`config.mk`:
```
export PLATFORM = sky130hd
export DESIGN_NAME = adsr_envelope_generator_unit
export DESIGN_NICKNAME = d
export VERILOG_FILES = /design/src/adsr_env_pkg.sv /design/src/adsr_env_step.sv /design/src/adsr_envelope_generator_unit.sv
export SDC_FILE = /design/constraint.sdc
export NUM_CORES = 1
export LEC_CHECK = 0
export BUFFER_PORTS_ARGS = -buffer_cell sky130_fd_sc_hd__buf_2
export CAP_MARGIN = 20
export CORE_UTILIZATION = 45
export CTS_CLUSTER_DIAMETER = 80
export DETAILED_ROUTE_END_ITERATION = 8
export MAX_ROUTING_LAYER = met4
export PLACE_DENSITY = 0.73
export SETUP_SLACK_MARGIN = 0.15
export SYNTH_ARGS = -nofsm -noshare
export SYNTH_HDL_FRONTEND = slang
export SYNTH_SLANG_ARGS = --single-unit
```
`constraint.sdc`:
```
create_clock -name clk -period 32.7 [get_ports clk]
set_input_delay 4.905 -clock clk [delete_from_list [all_inputs] [get_ports clk]]
set_output_delay 4.905 -clock clk [all_outputs]
set_load 0.005 [all_outputs]
```
`src/adsr_env_pkg.sv`:
```
// Shared constants, phase codes and transaction types for the ADSR envelope generator.
package adsr_env_pkg;

  // Fixed-point format of the level: 13 integer bits over FRAC_BITS fraction bits.
  localparam int FRAC_BITS = 16;
  localparam int LEVEL_W   = 13 + FRAC_BITS;
  localparam int TARGET_W  = 13;
  localparam int SUSTAIN_W = 12;
  localparam int OUT_LVL_W = 12;
  localparam int PHASE_W   = 3;

  // Per-tick decay factor of 65470/65536, applied as multiply then shift.
  localparam int COEF_W     = 16;
  localparam int COEF_SHIFT = 16;
  localparam logic [COEF_W-1:0] COEF_NUM = 16'd65470;

  // Level thresholds in fixed point.
  localparam logic [LEVEL_W-1:0] LEVEL_ONE  = LEVEL_W'(1) << FRAC_BITS;
  localparam logic [LEVEL_W-1:0] LEVEL_FULL = LEVEL_W'(4096) << FRAC_BITS;
  localparam logic [LEVEL_W-1:0] LEVEL_PEAK = LEVEL_W'(4095) << FRAC_BITS;
  localparam logic [LEVEL_W-1:0] LEVEL_SNAP = LEVEL_W'(3) << (FRAC_BITS - 1);

  // Reset value of the attack target register.
  localparam logic [TARGET_W-1:0] TARGET_RESET = 13'd4915;

  // Envelope phase codes.
  localparam logic [PHASE_W-1:0] PH_OFF     = 3'd0;
  localparam logic [PHASE_W-1:0] PH_ATTACK  = 3'd1;
  localparam logic [PHASE_W-1:0] PH_DECAY   = 3'd2;
  localparam logic [PHASE_W-1:0] PH_SUSTAIN = 3'd3;
  localparam logic [PHASE_W-1:0] PH_RELEASE = 3'd4;

  // Input transaction: one control tick.
  typedef struct packed {
    logic                 gate;
    logic [SUSTAIN_W-1:0] sustain_level;
  } adsr_in_t;

  // Result transaction: level and phase after the tick.
  typedef struct packed {
    logic [OUT_LVL_W-1:0] level;
    logic [PHASE_W-1:0]   phase;
  } adsr_out_t;

endpackage

```
`src/adsr_env_step.sv`:
```
// Next-state logic of the envelope: one tick of phase and level update.
module adsr_env_step
  import adsr_env_pkg::*;
(
  input  logic [PHASE_W-1:0]  phase,
  input  logic [LEVEL_W-1:0]  level,
  input  adsr_in_t            tick,
  input  logic [TARGET_W-1:0] attack_target,
  output logic [PHASE_W-1:0]  phase_next,
  output logic [LEVEL_W-1:0]  level_next
);

  logic [LEVEL_W-1:0]        sus;
  logic [LEVEL_W-1:0]        tgt;
  logic                      above_tgt;
  logic                      above_sus;
  logic [LEVEL_W-1:0]        dist_tgt;
  logic [LEVEL_W-1:0]        mul_in;
  logic [LEVEL_W+COEF_W-1:0] product;
  logic [LEVEL_W-1:0]        scaled;
  logic [LEVEL_W-1:0]        lvl_attack;
  logic [LEVEL_W-1:0]        lvl_decay;

  // Sustain level and attack target in fixed point.
  assign sus = LEVEL_W'(tick.sustain_level) << FRAC_BITS;
  assign tgt = LEVEL_W'(attack_target) << FRAC_BITS;

  // Distances to the attack target and the sustain level.
  assign above_tgt = (level >= tgt);
  assign above_sus = (level > sus);
  assign dist_tgt  = above_tgt ? (level - tgt) : (tgt - level);

  // One shared multiplier: the operand depends on which phase scales this tick.
  always_comb begin
    if (!tick.gate) begin
      mul_in = level;
    end else if (phase == PH_ATTACK) begin
      mul_in = dist_tgt;
    end else begin
      mul_in = level - sus;
    end
  end

  assign product = (LEVEL_W + COEF_W)'(mul_in) * (LEVEL_W + COEF_W)'(COEF_NUM);
  assign scaled  = product[COEF_SHIFT +: LEVEL_W];

  // Attack moves toward the target from either side; decay only from above.
  assign lvl_attack = above_tgt ? (tgt + scaled) : (tgt - scaled);
  assign lvl_decay  = above_sus ? (sus + scaled) : level;

  // Phase transitions and level update.
  always_comb begin
    phase_next = phase;
    level_next = level;
    if (tick.gate) begin
      unique case (phase)
        PH_ATTACK: begin
          if (lvl_attack >= LEVEL_FULL) begin
            level_next = LEVEL_PEAK;
            phase_next = PH_DECAY;
          end else begin
            level_next = lvl_attack;
          end
        end
        PH_DECAY: begin
          if (lvl_decay <= sus + LEVEL_SNAP) begin
            level_next = sus;
            phase_next = PH_SUSTAIN;
          end else begin
            level_next = lvl_decay;
          end
        end
        PH_SUSTAIN: begin
          level_next = sus;
        end
        default: begin
          // Off, release and unused codes restart the attack.
          phase_next = PH_ATTACK;
        end
      endcase
    end else if (level != '0) begin
      phase_next = PH_RELEASE;
      level_next = (level > LEVEL_ONE) ? scaled : '0;
    end else begin
      phase_next = PH_OFF;
    end
  end

endmodule

```
`src/adsr_envelope_generator_unit.sv`:
```
// Top level of the ADSR envelope generator: handshake, state and result registers.
//
// Single-channel ADSR envelope generator. Each input transaction is one control tick
// carrying the gate bit and a 12-bit sustain level; each tick yields exactly one result
// transaction with the integer part of the new level and the new phase (0 off, 1 attack,
// 2 decay, 3 sustain, 4 release). The level is kept in unsigned fixed point with 13
// integer and 16 fraction bits and moves by a factor of 65470/65536 per tick. A tick
// is registered on entry, updated by one pass through the next-state logic (a single
// shared 29x16 multiplier plus adds and compares), and its result then moves to the
// output register when it is free or drained; a new tick is taken every cycle while the
// output side keeps up. The attack target register resets to 4915; the user writes it
// through the configuration channel only with no tick in flight, unenforced by the block.
module adsr_envelope_generator_unit
  import adsr_env_pkg::*;
(
  input  logic                clk,
  input  logic                rst,
  input  logic                in_valid,
  output logic                in_stall,
  input  adsr_in_t            in_data,
  output logic                out_valid,
  input  logic                out_stall,
  output adsr_out_t           out_data,
  input  logic                cfg_valid,
  output logic                cfg_ready,
  input  logic [TARGET_W-1:0] cfg_data
);

  logic [TARGET_W-1:0] attack_target;
  logic [PHASE_W-1:0]  phase;
  logic [LEVEL_W-1:0]  level;
  logic [PHASE_W-1:0]  phase_next;
  logic [LEVEL_W-1:0]  level_next;
  logic                tick_valid;
  adsr_in_t            tick;
  logic                advance;

  // The configuration register takes a write on any cycle.
  assign cfg_ready = 1'b1;

  always_ff @(posedge clk) begin
    if (rst) begin
      attack_target <= TARGET_RESET;
    end else if (cfg_valid && cfg_ready) begin
      attack_target <= cfg_data;
    end
  end

  // The input register moves on whenever the output register is free or drained.
  assign advance  = !out_valid || !out_stall;
  assign in_stall = tick_valid && !advance;

  always_ff @(posedge clk) begin
    if (rst) begin
      tick_valid <= 1'b0;
    end else if (in_valid && !in_stall) begin
      tick_valid <= 1'b1;
    end else if (advance) begin
      tick_valid <= 1'b0;
    end
  end

  always_ff @(posedge clk) begin
    if (in_valid && !in_stall) begin
      tick <= in_data;
    end
  end

  adsr_env_step u_step (
    .phase         (phase),
    .level         (level),
    .tick          (tick),
    .attack_target (attack_target),
    .phase_next    (phase_next),
    .level_next    (level_next)
  );

  // Envelope state and the result register update together when a tick is consumed.
  always_ff @(posedge clk) begin
    if (rst) begin
      phase     <= PH_OFF;
      level     <= '0;
      out_valid <= 1'b0;
    end else if (advance) begin
      out_valid <= tick_valid;
      if (tick_valid) begin
        phase <= phase_next;
        level <= level_next;
      end
    end
  end

  always_ff @(posedge clk) begin
    if (advance && tick_valid) begin
      out_data.level <= level_next[FRAC_BITS +: OUT_LVL_W];
      out_data.phase <= phase_next;
    end
  end

endmodule

```
==> flow_summary.toml <==
[grt]
grt_busiest_layer = "met2"
grt_pass1_wl_um = 92800
use_met2 = 0.516
overflow = 0
grt_pass1_vias = 16000
use_met3 = 0.0450
track_usage = 0.319
grt_max_degree = 43
global_route.usage.met1 = 0.387
antenna_found_initial = 0

[worst_setup_path]
worstSetupStartpointType = "register"
crit_slowest_cell = "or4_1"
rr_endpoint = "out_data[14]"
critPathLaunch = "attack_target[6]"
r2r-start = "attack_target[6]"
critPathRequiredTime_ns = 32.79
critical_path_arrival_ns = 16.63
critPathCaptureType = "register"
ff2ff_path_depth = 52
crit_path_max_fanout = 20
slowest_delay_ns = 0.70
cp-endpoint = "out_data[14]"
crit_top_cell = "fa_1"
crit_type = "reg2reg"
rrSetupSlack_ns = 16.16

[sta]
hold_slack_ns = 0.516
setup_violations = 0
hold_viol = 0
clock.fmax_mhz = 60.5
min_period_ns = 16.54
tightest_slew_ns = 1.22
slew_headroom = 0.181
fin_worst_skew_ns = 0.0114
fin_setup_tns_ns = 0
period_share = 0.506
grt_setup_unrepaired = "false"
drv_slew = 0

[cells_and_area]
fill_cells = 3731
multi_input_area_um2 = 14300
drive_above_1_share = 0.0620
area_growth_pct = 6.45
seqCellArea_um2 = 1780
utilization = 0.486
fin_nets = 2554
finalNonFillerCells = 2597
diodes = 0

[drt]
vias = 15600
vias_per_cell = 6.02
first_pass_iters = 5
drc = 0
drt_wl_total_um = 59600
initialDrtViolationCount = 1439
wl_per_cell_um = 23.0
ant_nets = 0

[floorplanning]
io-pin-count = 49
num_rows = 72
core_um2 = 38600
die_h_um = 200
fp.dieW_um = 200
die_area_um2 = 40000
start_util = 0.457

[place]
io_buffers = 47
place_congestion = 1.02
place_inst = 2580
hpwl_um = 50000

[synthesis]
yosysTopAreaCellShare = 0.271
netlist_top_cells_count = "inv_1 (341), fa_1 (239), ha_1 (210)"
netlist_area_um2 = 17700
avgSynthCellArea_um2 = 8.60
syn_nets = 2532
ys_seq_area_frac = 0.101
synthFlopType = "dfxtp_1"
synth_top_cell_by_area = "fa_1"
ys_types = 92
yosys-top-cells-area = "fa_1 (27%), ha_1 (15%), inv_1 (7.2%)"
async_flop_share = 0
synth_seq_cells = 75
synth_edf_count = 28
syn_inst = 2052
yosysMostFrequentCell = "inv_1"
ys_warn_count = 0

[outcome]
outcome = "finished, final reports clean"

[min_path]
hold_path.class = "reg2reg"

[clocking]
cts.sinks = 75
cts_setup_buffers = 0
htreeDepth = 3
cts_resized = 0
cts_buffers = 9
cts.clk_slew.worst_paths_ns = 0.07
insertion_delay_ns = 0.36
cts_hold_buf = 0
clockRootBuffer = "clkbuf_16"
clk_path_buf_depth = 2
cts_tree = "built"

[job]
maxCapViolCount = 0
[metal layers]
metal | vias up | wire (um)
met5 | - | 0
met4 | 0 | 3410
met3 | 194 | 4460
met2 | 750 | 27900
met1 | 7595 | 23800
li1 | 7096 | -
[per-stage QoR]
step	setup WS, ns	cell area (um^2)
after detailed placement	16.49	18500
after floorplan	19.27	17700
final	16.16	18800
after global placement	16.79	18500
after CTS	16.43	18800
after global routing	15.16	18800
[worst max-delay path: cells and delay by family, from the launching register on]
kind	cells	cell delay [ns]
AOI/OAI and AO/OA	19	4.61
adders and majority gates	9	4.37
and+or+nand+nor	13	3.93
xor gates and xnor gates	5	2.00
muxes	2	0.53
buffers and inverters	4	0.43
DFF	1	0.40
[registers in the layout (all words and copies together), names as in the netlist]
register and count:
tick_valid 1, attack_target 13, out_valid 1, tick 13
out_data 15, level 29, phase 3
[cell usage in the layout (no fill, tap or decap), types with 29 or more instances in the layout]
| cell | n |
|---|---|
| inv_1 | 341 |
| fa_1 | 239 |
| ha_1 | 210 |
| nand2_1 | 138 |
| a21oi_1 | 129 |
| nor2_1 | 122 |
| o21ai_0 | 108 |
| xnor2_1 | 74 |
| dfxtp_1 | 47 |
| buf_2 | 47 |
| a21o_1 | 43 |
| nor3_1 | 43 |
| nand3_1 | 37 |
| a31oi_1 | 29 |
[how the worst min path moves through the flow]
stage                          start         to  cells after the start
after global placement    tick_valid  out_valid                      2
after global routing      tick_valid  out_valid                      2
final                     tick_valid  out_valid                      2
after CTS                 tick_valid  out_valid                      2
after detailed placement  tick_valid  out_valid                      2
after floorplan           tick_valid  out_valid                      2
[kinds of logic (layout without fill, tap and decap cells)]
group / after synthesis / count (layout) / share of synthesized area
compound gates: 521 / 521 / 0.196
simple gates: 481 / 481 / 0.134
fa+ha+maj: 449 / 449 / 0.420
buf+inv: 405 / 432 / 0.0879
xor+xnor: 102 / 102 / 0.0510
flops: 75 / 75 / 0.101
mux: 18 / 18 / 0.0106
other cells: 1 / 1 / 0.000212
[area by class of cell]
type / instances / area share
Clock inverter: 7 / 0.00493
Clock buffer: 9 / 0.0120
Multi-Input combinational cell: 1572 / 0.762
Timing Repair Buffer: 75 / 0.0237
Tap cell: 518 / 0.0345
Inverter: 341 / 0.0681
Sequential cell: 75 / 0.0948
Power is left out: the tool's default activity adds up to more than one toggle a clock period on the data nets, which glitch-free logic cannot reach.
